## src/rtl/iwa_pkg.sv

```systemverilog
// Shared constants for the interval window average block.
`timescale 1ns / 1ps
`default_nettype none
package iwa_pkg;

   localparam int FUNC_W        = 2;
   localparam int TIME_W        = 32;
   localparam int AVG_W         = 40;
   localparam int COUNT_W       = 7;
   localparam int FRAC_W        = 8;
   localparam int MAX_SLOTS_DEF = 64;
   localparam int WINDOW_RESET  = 16;

   // event codes
   localparam logic [FUNC_W-1:0] FN_START = 2'd0;
   localparam logic [FUNC_W-1:0] FN_END   = 2'd1;
   localparam logic [FUNC_W-1:0] FN_NEXT  = 2'd2;

endpackage
`default_nettype wire

```

## src/rtl/iwa_ram.sv

```systemverilog
// Generic single-write, single-read RAM with registered read data.
`timescale 1ns / 1ps
`default_nettype none
module iwa_ram #(
   parameter int WIDTH = 32,
   parameter int DEPTH = 64
) (
   input  wire logic                     clock,
   input  wire logic                     wr_en,
   input  wire logic [$clog2(DEPTH)-1:0] wr_addr,
   input  wire logic [WIDTH-1:0]         wr_data,
   input  wire logic [$clog2(DEPTH)-1:0] rd_addr,
   output logic      [WIDTH-1:0]         rd_data
);

   logic [WIDTH-1:0] mem_ff [DEPTH];
   logic [WIDTH-1:0] rd_data_ff;

   always_ff @(posedge clock) begin
      if (wr_en) begin
         mem_ff[wr_addr] <= wr_data;
      end
      rd_data_ff <= mem_ff[rd_addr];
   end

   assign rd_data = rd_data_ff;

endmodule
`default_nettype wire

```

## src/rtl/interval_window_average_core.sv

```systemverilog
// Interval profiler: ring of measurement slots and windowed average.
//
// req_ channel takes one event item (func, now) at a time; every item gives
// exactly one rsp_ item (average_ticks, slot_count, logging).
// csr_ channel writes window_size whenever the block is idle; zero is
// ignored, values above MAX_SLOTS saturate.
// Slots live in a single RAM with registered read; an end or next event
// may run a short read-modify-write sequence, and an event that leaves two
// or more slots runs a restoring divider, one quotient bit per cycle.
// An accepted item passes S_DIV_INIT and S_DONE, with S_DIV between them
// when two or more slots are held afterwards. An end that closes an
// interval adds S_CLOSE; a next event adds the close and push states and
// an S_TRIM, S_TRIM_SUB pair for each slot trimmed from the window.
// One item is worked on at a time; the next item is taken as soon as the
// previous result sits in the output register, even if rsp_ready is low,
// but never before the previous item is done.
// If a result is still waiting when the next one is done, the sequencer
// holds until rsp_ready frees the output register.
// Sync reset: window min(16, MAX_SLOTS), no slots, interval closed, no result.
// Slot RAM contents need no clearing: every slot read was written by a push.
`timescale 1ns / 1ps
`default_nettype none
module interval_window_average_core #(
   parameter int MAX_SLOTS = iwa_pkg::MAX_SLOTS_DEF
) (
   input  wire logic                          clock,
   input  wire logic                          reset,
   input  wire logic                          req_valid,
   output logic                               req_ready,
   input  wire logic [iwa_pkg::FUNC_W-1:0]    req_func,
   input  wire logic [iwa_pkg::TIME_W-1:0]    req_now,
   output logic                               rsp_valid,
   input  wire logic                          rsp_ready,
   output logic      [iwa_pkg::AVG_W-1:0]     rsp_average_ticks,
   output logic      [iwa_pkg::COUNT_W-1:0]   rsp_slot_count,
   output logic                               rsp_logging,
   input  wire logic                          csr_valid,
   output logic                               csr_ready,
   input  wire logic [iwa_pkg::COUNT_W-1:0]   csr_window_size
);
   import iwa_pkg::*;

   localparam int AW     = $clog2(MAX_SLOTS);
   localparam int CNT_W  = $clog2(MAX_SLOTS + 1);
   localparam int SUM_W  = TIME_W + $clog2(MAX_SLOTS);
   localparam int DIV_W  = SUM_W + FRAC_W;
   localparam int DCNT_W = $clog2(DIV_W + 1);
   localparam int WIN_RST = (WINDOW_RESET > MAX_SLOTS) ? MAX_SLOTS : WINDOW_RESET;

   typedef enum logic [3:0] {
      S_IDLE,
      S_CLOSE,
      S_PUSH_CHK,
      S_DROP_FULL,
      S_PUSH_ADD,
      S_PUSH_WR,
      S_TRIM,
      S_TRIM_SUB,
      S_DIV_INIT,
      S_DIV,
      S_DONE
   } state_type;

   state_type           state_ff, state_in;
   logic                open_ff, open_in;
   logic [TIME_W-1:0]   start_ff, start_in;
   logic [AW-1:0]       head_ff, head_in;
   logic [CNT_W-1:0]    held_ff, held_in;
   logic [SUM_W-1:0]    sum_ff, sum_in;
   logic [COUNT_W-1:0]  window_ff, window_in;
   logic [FUNC_W-1:0]   func_ff, func_in;
   logic [TIME_W-1:0]   now_ff, now_in;
   logic [DIV_W-1:0]    quot_ff, quot_in;
   logic [CNT_W-1:0]    rem_ff, rem_in;
   logic [DCNT_W-1:0]   dcnt_ff, dcnt_in;
   logic                rsp_valid_ff, rsp_valid_in;
   logic [AVG_W-1:0]    rsp_avg_ff, rsp_avg_in;
   logic [COUNT_W-1:0]  rsp_cnt_ff, rsp_cnt_in;
   logic                rsp_log_ff, rsp_log_in;

   logic                ram_we;
   logic [AW-1:0]       ram_waddr;
   logic [TIME_W-1:0]   ram_wdata;
   logic [AW-1:0]       ram_raddr;
   logic [TIME_W-1:0]   ram_rdata;

   logic [CNT_W-1:0]    held_m1;
   logic [AW:0]         tail_sum;
   logic [AW-1:0]       tail_addr;
   logic [TIME_W-1:0]   elapsed;
   logic [TIME_W:0]     acc;
   logic [CNT_W:0]      rem_sh;
   logic [CNT_W:0]      div_by;
   logic                held_full;
   logic                over_window;
   logic                req_take;

   iwa_ram #(
      .WIDTH (TIME_W),
      .DEPTH (MAX_SLOTS)
   ) u_slots (
      .clock   (clock),
      .wr_en   (ram_we),
      .wr_addr (ram_waddr),
      .wr_data (ram_wdata),
      .rd_addr (ram_raddr),
      .rd_data (ram_rdata)
   );

   // oldest slot sits held-1 entries after the front in ring order
   assign held_m1   = held_ff - CNT_W'(1);
   assign tail_sum  = {1'b0, head_ff} + {1'b0, held_m1[AW-1:0]};
   assign tail_addr = (tail_sum >= (AW+1)'(MAX_SLOTS)) ?
                      AW'(tail_sum - (AW+1)'(MAX_SLOTS)) : tail_sum[AW-1:0];

   assign elapsed     = now_ff - start_ff;
   assign acc         = {1'b0, ram_rdata} + {1'b0, elapsed};
   assign held_full   = 32'(held_ff) >= 32'(MAX_SLOTS);
   assign over_window = 32'(held_ff) > 32'(window_ff);
   assign rem_sh      = {rem_ff, quot_ff[DIV_W-1]};
   assign div_by      = {1'b0, held_m1};

   assign req_ready = (state_ff == S_IDLE);
   assign req_take  = req_valid && req_ready;
   assign csr_ready = (state_ff == S_IDLE);

   always_comb begin
      state_in     = state_ff;
      open_in      = open_ff;
      start_in     = start_ff;
      head_in      = head_ff;
      held_in      = held_ff;
      sum_in       = sum_ff;
      window_in    = window_ff;
      func_in      = func_ff;
      now_in       = now_ff;
      quot_in      = quot_ff;
      rem_in       = rem_ff;
      dcnt_in      = dcnt_ff;
      rsp_valid_in = rsp_valid_ff && !rsp_ready;
      rsp_avg_in   = rsp_avg_ff;
      rsp_cnt_in   = rsp_cnt_ff;
      rsp_log_in   = rsp_log_ff;
      ram_we       = 1'b0;
      ram_waddr    = head_ff;
      ram_wdata    = '0;
      ram_raddr    = head_ff;

      if (csr_valid && csr_ready && csr_window_size != '0) begin
         window_in = (32'(csr_window_size) > 32'(MAX_SLOTS)) ?
                     COUNT_W'(MAX_SLOTS) : csr_window_size;
      end

      case (state_ff)
         S_IDLE: begin
            if (req_take) begin
               func_in  = req_func;
               now_in   = req_now;
               state_in = S_DIV_INIT;
               case (req_func)
                  FN_START: begin
                     if (!open_ff) begin
                        open_in  = 1'b1;
                        start_in = req_now;
                     end
                  end
                  FN_END, FN_NEXT: begin
                     open_in = 1'b0;
                     if (open_ff && held_ff != '0) begin
                        state_in = S_CLOSE;     // front slot read is in flight
                     end else if (req_func == FN_NEXT) begin
                        state_in = S_PUSH_CHK;
                     end
                  end
                  default: ;
               endcase
            end
         end
         S_CLOSE: begin
            ram_we    = 1'b1;
            ram_wdata = acc[TIME_W] ? '1 : acc[TIME_W-1:0];
            state_in  = (func_ff == FN_NEXT) ? S_PUSH_CHK : S_DIV_INIT;
         end
         S_PUSH_CHK: begin
            if (held_full) begin
               ram_raddr = tail_addr;
               state_in  = S_DROP_FULL;
            end else if (held_ff != '0) begin
               state_in = S_PUSH_ADD;
            end else begin
               state_in = S_PUSH_WR;
            end
         end
         S_DROP_FULL: begin
            sum_in   = sum_ff - SUM_W'(ram_rdata);
            held_in  = held_m1;
            state_in = S_PUSH_ADD;
         end
         S_PUSH_ADD: begin
            sum_in   = sum_ff + SUM_W'(ram_rdata);
            state_in = S_PUSH_WR;
         end
         S_PUSH_WR: begin
            head_in   = (head_ff == '0) ? AW'(MAX_SLOTS - 1) : head_ff - AW'(1);
            ram_we    = 1'b1;
            ram_waddr = head_in;
            held_in   = held_ff + CNT_W'(1);
            state_in  = S_TRIM;
         end
         S_TRIM: begin
            if (over_window) begin
               if (held_ff > CNT_W'(1)) begin
                  ram_raddr = tail_addr;
                  state_in  = S_TRIM_SUB;
               end else begin
                  held_in = held_m1;
               end
            end else begin
               state_in = S_DIV_INIT;
            end
         end
         S_TRIM_SUB: begin
            sum_in   = sum_ff - SUM_W'(ram_rdata);
            held_in  = held_m1;
            state_in = S_TRIM;
         end
         S_DIV_INIT: begin
            if (held_ff > CNT_W'(1)) begin
               quot_in  = {sum_ff, {FRAC_W{1'b0}}};
               rem_in   = '0;
               dcnt_in  = DCNT_W'(DIV_W);
               state_in = S_DIV;
            end else begin
               quot_in  = '0;
               state_in = S_DONE;
            end
         end
         S_DIV: begin
            // restoring divide, one quotient bit per cycle
            if (rem_sh >= div_by) begin
               rem_in  = CNT_W'(rem_sh - div_by);
               quot_in = {quot_ff[DIV_W-2:0], 1'b1};
            end else begin
               rem_in  = rem_sh[CNT_W-1:0];
               quot_in = {quot_ff[DIV_W-2:0], 1'b0};
            end
            dcnt_in = dcnt_ff - DCNT_W'(1);
            if (dcnt_ff == DCNT_W'(1)) begin
               state_in = S_DONE;
            end
         end
         S_DONE: begin
            if (!rsp_valid_ff || rsp_ready) begin
               rsp_valid_in = 1'b1;
               rsp_avg_in   = quot_ff[AVG_W-1:0];
               rsp_cnt_in   = COUNT_W'(held_ff);
               rsp_log_in   = open_ff;
               state_in     = S_IDLE;
            end
         end
         default: begin
            state_in = S_IDLE;
         end
      endcase
   end

   always_ff @(posedge clock) begin
      if (reset) begin
         state_ff     <= S_IDLE;
         open_ff      <= 1'b0;
         start_ff     <= '0;
         head_ff      <= '0;
         held_ff      <= '0;
         sum_ff       <= '0;
         window_ff    <= COUNT_W'(WIN_RST);
         rsp_valid_ff <= 1'b0;
      end else begin
         state_ff     <= state_in;
         open_ff      <= open_in;
         start_ff     <= start_in;
         head_ff      <= head_in;
         held_ff      <= held_in;
         sum_ff       <= sum_in;
         window_ff    <= window_in;
         rsp_valid_ff <= rsp_valid_in;
      end
      func_ff    <= func_in;
      now_ff     <= now_in;
      quot_ff    <= quot_in;
      rem_ff     <= rem_in;
      dcnt_ff    <= dcnt_in;
      rsp_avg_ff <= rsp_avg_in;
      rsp_cnt_ff <= rsp_cnt_in;
      rsp_log_ff <= rsp_log_in;
   end

   assign rsp_valid         = rsp_valid_ff;
   assign rsp_average_ticks = rsp_avg_ff;
   assign rsp_slot_count    = rsp_cnt_ff;
   assign rsp_logging       = rsp_log_ff;

   a_held_bound: assert property (@(posedge clock) disable iff (reset)
      32'(held_ff) <= 32'(MAX_SLOTS))
      else $error("slot count exceeds ring depth");

   a_head_range: assert property (@(posedge clock) disable iff (reset)
      32'(head_ff) < 32'(MAX_SLOTS))
      else $error("front pointer out of ring");

   a_busy_after_take: assert property (@(posedge clock) disable iff (reset)
      req_take |=> state_ff != S_IDLE)
      else $error("sequencer did not start on accepted item");

   a_avg_zero: assert property (@(posedge clock) disable iff (reset)
      (rsp_valid_ff && rsp_cnt_ff < COUNT_W'(2)) |-> rsp_avg_ff == '0)
      else $error("nonzero average with fewer than two slots");

endmodule
`default_nettype wire
```

## config.mk

```make
export PLATFORM = sky130hd
export DESIGN_NAME = interval_window_average_core
export DESIGN_NICKNAME = d
export VERILOG_FILES = /design/src/rtl/iwa_pkg.sv /design/src/rtl/iwa_ram.sv /design/src/rtl/interval_window_average_core.sv
export SDC_FILE = /design/constraint.sdc
export NUM_CORES = 2
export LEC_CHECK = 0
export ABC_CLOCK_PERIOD_IN_PS = 8730
export BUFFER_PORTS_ARGS = -buffer_cell sky130_fd_sc_hd__buf_2
export CAP_MARGIN = 20
export CORE_MARGIN = 4
export CORE_UTILIZATION = 58
export CTS_CLUSTER_DIAMETER = 200
export DETAILED_ROUTE_END_ITERATION = 12
export GPL_TIMING_DRIVEN = 1
export HOLD_SLACK_MARGIN = 0.08
export MAX_ROUTING_LAYER = met4
export PLACE_DENSITY = 0.71
export SETUP_SLACK_MARGIN = 0.05
export SYNTH_ARGS = -nofsm -noshare
export SYNTH_HDL_FRONTEND = slang
export SYNTH_SLANG_ARGS = --single-unit
export TNS_END_PERCENT = 10
```

## constraint.sdc

```tcl
create_clock -name clock -period 8.73 [get_ports clock]
set_input_delay 0.873 -clock clock [delete_from_list [all_inputs] [get_ports clock]]
set_output_delay 0.873 -clock clock [all_outputs]
set_load 0.02 [all_outputs]
```

==> results.cfg <==
[status]
run_status = complete, no violations

[floorplan]
die_area_sq_mm = 0.174
initial_utilization = 0.586
row_count = 149
top_ports = 97
design.core.area_sq_mm = 0.166
die_w_microns = 417
chipHeight_microns = 417

[drt]
wl_per_cell_microns = 31.4
drt_first_pass_iters = 6
wl_met1_microns = 104000
remaining_drc_errors = 0
wirelength_microns = 282000
met3_wirelength_microns = 33600
detailroute.wirelength.met2_microns = 129000
num_vias = 61200
drt_first_iter_violations = 8698
top_layer = met4
postRouteAntennaNets = 0
drt-vias-per-instance = 6.80

[clocking]
clock_sinks = 2317
ctsRootBufferMaster = sky130_fd_sc_hd__clkbuf_16
tritoncts = done
clock_latency_ns = 0.87
post_cts_hold_buffer_count = 0
worst_setup_hold_path_clk_slew_ns = 0.06
cts_buffers = 222
ctsResizeCount = 0
clockBufferDepth = 3
post-cts-setup-buffer-count = 0
htree_num_levels = 4

[grt]
first_global_vias = 58100
global_route.usage.total = 0.328
overall_overflow_remaining_after_global_route = 0
global_route_wire_length_before_repair_microns = 404000
grt_start_max_net_pins = 108
antenna_found_initial = 3

[pwr]
power.density_mw_per_mm2 = 249
p_leak_nw = 40.5
ir_worst_vdd_mv = 0.295

[placement]
port_buffers = 96
detailedPlacementHpwl_microns = 154000
place.gp.congestion = 0.885

[timing]
setup_viol = 0
actual_transition_at_the_worst_max_transition_pin_ns = 1.38
timing.final.crit_share = 0.754
grt_setup_unrepaired = no
relative_slew_margins = 0.0690
report.final.slew_viol_count = 0
fmaxAchievable_mhz = 152
fin_crit_ns = 6.58
totalNegativeSetupSlack_ns = 0
finClkSkew_ns = 0.0499
hold_viol = 0
fin_worst_hold_slack_ns = 0.199

[yosys]
post_synth.cell_area_avg_sq_um = 14.9
asyncSetResetFlopFracSynth = 0
synth.ff_latch_count = 2317
synthesized_netlist_cell_count = 6528
synth.cell_area_sq_mm = 0.0970
number_of_flops_mapped_to_enable_cells_by_yosys = 2189
synth_ff_type = sky130_fd_sc_hd__edfxtp_1
syn-num-nets = 6713
synth_cell_types = 90
yosysSeqAreaShare = 0.704
yosys_warnings = 0

[setup_path]
crit_family = compound AO/OA/AOI/OAI gates
cp-start-kind = flop
cp_data_arrival_time_ns = 7.13
rr_startpoint = now_ff[0]
cp-endpoint = u_slots.mem_ff[45][27]
timing.critical_path.depth = 24
critical_path.reg2reg.endpoint = u_slots.mem_ff[45][27]
setup.reg_to_reg.worst_slack_ns = 2.15
max_stage_delay_ns = 0.87
setup.worst_path.class = flop to flop
crit_chain = inv_1 > ha_1 > inv_1 > fa_1 > a21oi_1 > o211ai_1 > a21oi_1 > o21bai_1 > a21oi_1 > o311a_1 > o32ai_1 > nor2_1 > xnor2_1 > ha_1 > o21a_1 > o21ai_0 > nor2_1 > a211oi_1 > o21ai_0 > nand2_1 > a21o_2 > buf_4 > a21oi_4 > buf_4
critical_path.max_fanout = 44
timing.reg2reg.worst_path_depth = 24
worstSetupStartpoint = now_ff[0]
crit_slowest_cell = sky130_fd_sc_hd__buf_4
worst_setup_path_end_kind = flop
worst_ep_required_time_ns = 9.28
crit_buf_inv = 4
critical_path.most_common_cell = sky130_fd_sc_hd__a21oi_1

[worst_hold_path]
holdCritStartpoint = req_now[24]
hp-class = input pin to flop

[finish]
fillers = 11500
drive_gt1_frac = 0.111
layout.nets = 6791
syn_to_final_growth_pct = 11.7

[job]
max_cap_violations = 0
## cell usage in the layout (no fill, tap or decap), drive strengths merged, types with 16 or more instances in the layout
master and count:
a211o 292, a211oi 16, a21o 47, a21oi 213, a31oi 16, and2 18
and3 16, buf 286, bufinv 21, clkbuf 311, clkinv 83, dfxtp 128
edfxtp 2189, ha 134, inv 105, mux2i 744, nand2 283, nand2b 20
nand3 362, nor2 184, nor2b 21, nor3 30, nor4 43, o2111ai 130
o21a 24, o21ai 365, o22ai 325, o31ai 105, xnor2 76, xor2 52
## cell usage after synthesis, types with 52 or more instances
master | n | share of area
sky130_fd_sc_hd__a211o_1 | 292 | 0.026
sky130_fd_sc_hd__dfxtp_1 | 128 | 0.026
sky130_fd_sc_hd__o31ai_1 | 105 | 0.0081
sky130_fd_sc_hd__o2111ai_1 | 130 | 0.012
sky130_fd_sc_hd__ha_1 | 134 | 0.017
sky130_fd_sc_hd__o21ai_0 | 363 | 0.019
sky130_fd_sc_hd__edfxtp_1 | 2189 | 0.68
sky130_fd_sc_hd__xor2_1 | 52 | 0.0047
sky130_fd_sc_hd__o22ai_1 | 325 | 0.021
sky130_fd_sc_hd__xnor2_1 | 76 | 0.0069
sky130_fd_sc_hd__inv_1 | 100 | 0.0039
sky130_fd_sc_hd__a21oi_1 | 213 | 0.011
sky130_fd_sc_hd__clkbuf_1 | 243 | 0.0094
sky130_fd_sc_hd__mux2i_1 | 744 | 0.077
sky130_fd_sc_hd__nand3_1 | 362 | 0.019
sky130_fd_sc_hd__buf_2 | 132 | 0.0068
sky130_fd_sc_hd__nor2_1 | 182 | 0.0070
sky130_fd_sc_hd__nand2_1 | 282 | 0.011
## worst reg2reg max path: stages, from the launching register on
cell and delay [ns]:
sky130_fd_sc_hd__edfxtp_1 0.33, sky130_fd_sc_hd__inv_1 0.04, sky130_fd_sc_hd__ha_1 0.19, sky130_fd_sc_hd__inv_1 0.07, sky130_fd_sc_hd__fa_1 0.19, sky130_fd_sc_hd__a21oi_1 0.10
sky130_fd_sc_hd__o211ai_1 0.26, sky130_fd_sc_hd__a21oi_1 0.11, sky130_fd_sc_hd__o21bai_1 0.29, sky130_fd_sc_hd__a21oi_1 0.19, sky130_fd_sc_hd__o311a_1 0.42, sky130_fd_sc_hd__o32ai_1 0.46
sky130_fd_sc_hd__nor2_1 0.11, sky130_fd_sc_hd__xnor2_1 0.15, sky130_fd_sc_hd__ha_1 0.33, sky130_fd_sc_hd__o21a_1 0.12, sky130_fd_sc_hd__o21ai_0 0.22, sky130_fd_sc_hd__nor2_1 0.08
sky130_fd_sc_hd__a211oi_1 0.37, sky130_fd_sc_hd__o21ai_0 0.32, sky130_fd_sc_hd__nand2_1 0.17, sky130_fd_sc_hd__a21o_2 0.13, sky130_fd_sc_hd__buf_4 0.87, sky130_fd_sc_hd__a21oi_4 0.35
sky130_fd_sc_hd__buf_4 0.38
## cells by family after synthesis
group / after synthesis / synth area share
and+or+nand+nor: 1041 / 0.0514
muxes: 748 / 0.0773
buffers and inverters: 533 / 0.0243
DFF: 2317 / 0.704
adders and majority gates: 139 / 0.0183
AOI/OAI and AO/OA: 1622 / 0.113
xor gates and xnor gates: 128 / 0.0116
## power by group
group	internal (W)	leakage, nW	switching (W)
Clock	0.00564	3.67	0.00415
Sequential	0.0128	20.6	0.000251
Combinational	0.00120	16.2	0.00301
## sequential cells by signal, indices dropped and copies added (netlist names), 7 cells and up
name,flops
held_ff,7
window_ff,7
now_ff,32
rsp_average_ticks,40
rsp_slot_count,7
quot_ff,46
sum_ff,38
u_slots.mem_ff,2048
start_ff,32
u_slots.rd_data,32
rem_ff,7
## worst min-delay path by stage
stage / to / slack (ns) / depth (start not counted)
after floorplan: rsp_average_ticks[0] / 0.42 / 0
after global placement: rsp_average_ticks[1] / 0.43 / 0
after detailed placement: rsp_average_ticks[0] / 0.43 / 0
after CTS: now_ff[24] / 0.16 / 1
after global routing: now_ff[24] / 0.18 / 1
final: now_ff[24] / 0.20 / 1
## routing by layer
layer / vias to the layer above / GRT usage
li1: 26000 / -
met3: 582 / 0.0631
met2: 3950 / 0.495
met1: 30700 / 0.437
met4: 0 / 0.150
met5: - / -
## area by class of cell
class	count	area, sq um	share of cell area
Multi-Input combinational cell	3678	27300	0.252
Timing Repair Buffer	286	2080	0.0192
Tap cell	2189	2740	0.0253
Inverter	101	379	0.00350
Clock buffer	311	6270	0.0579
Sequential cell	2317	68300	0.630
Clock inverter	111	1230	0.0114
Antenna cell	1	2.50	0.0000231
## per-stage QoR
stage / power, W / utilization / instance area (sq um) / cells / setup WS (ns)
after global placement: 0.0173 / 0.609 / 101000 / 8570 / 2.32
after detailed placement: 0.0174 / 0.609 / 101000 / 8571 / 2.30
after global routing: 0.0279 / 0.654 / 108000 / 8994 / 1.69
after CTS: 0.0270 / 0.654 / 108000 / 8993 / 2.29
after floorplan: 0.0156 / - / 97000 / 6528 / 1.45
final: 0.0270 / 0.654 / 108000 / 8994 / 2.15
Power figures use the tool's default switching activity.
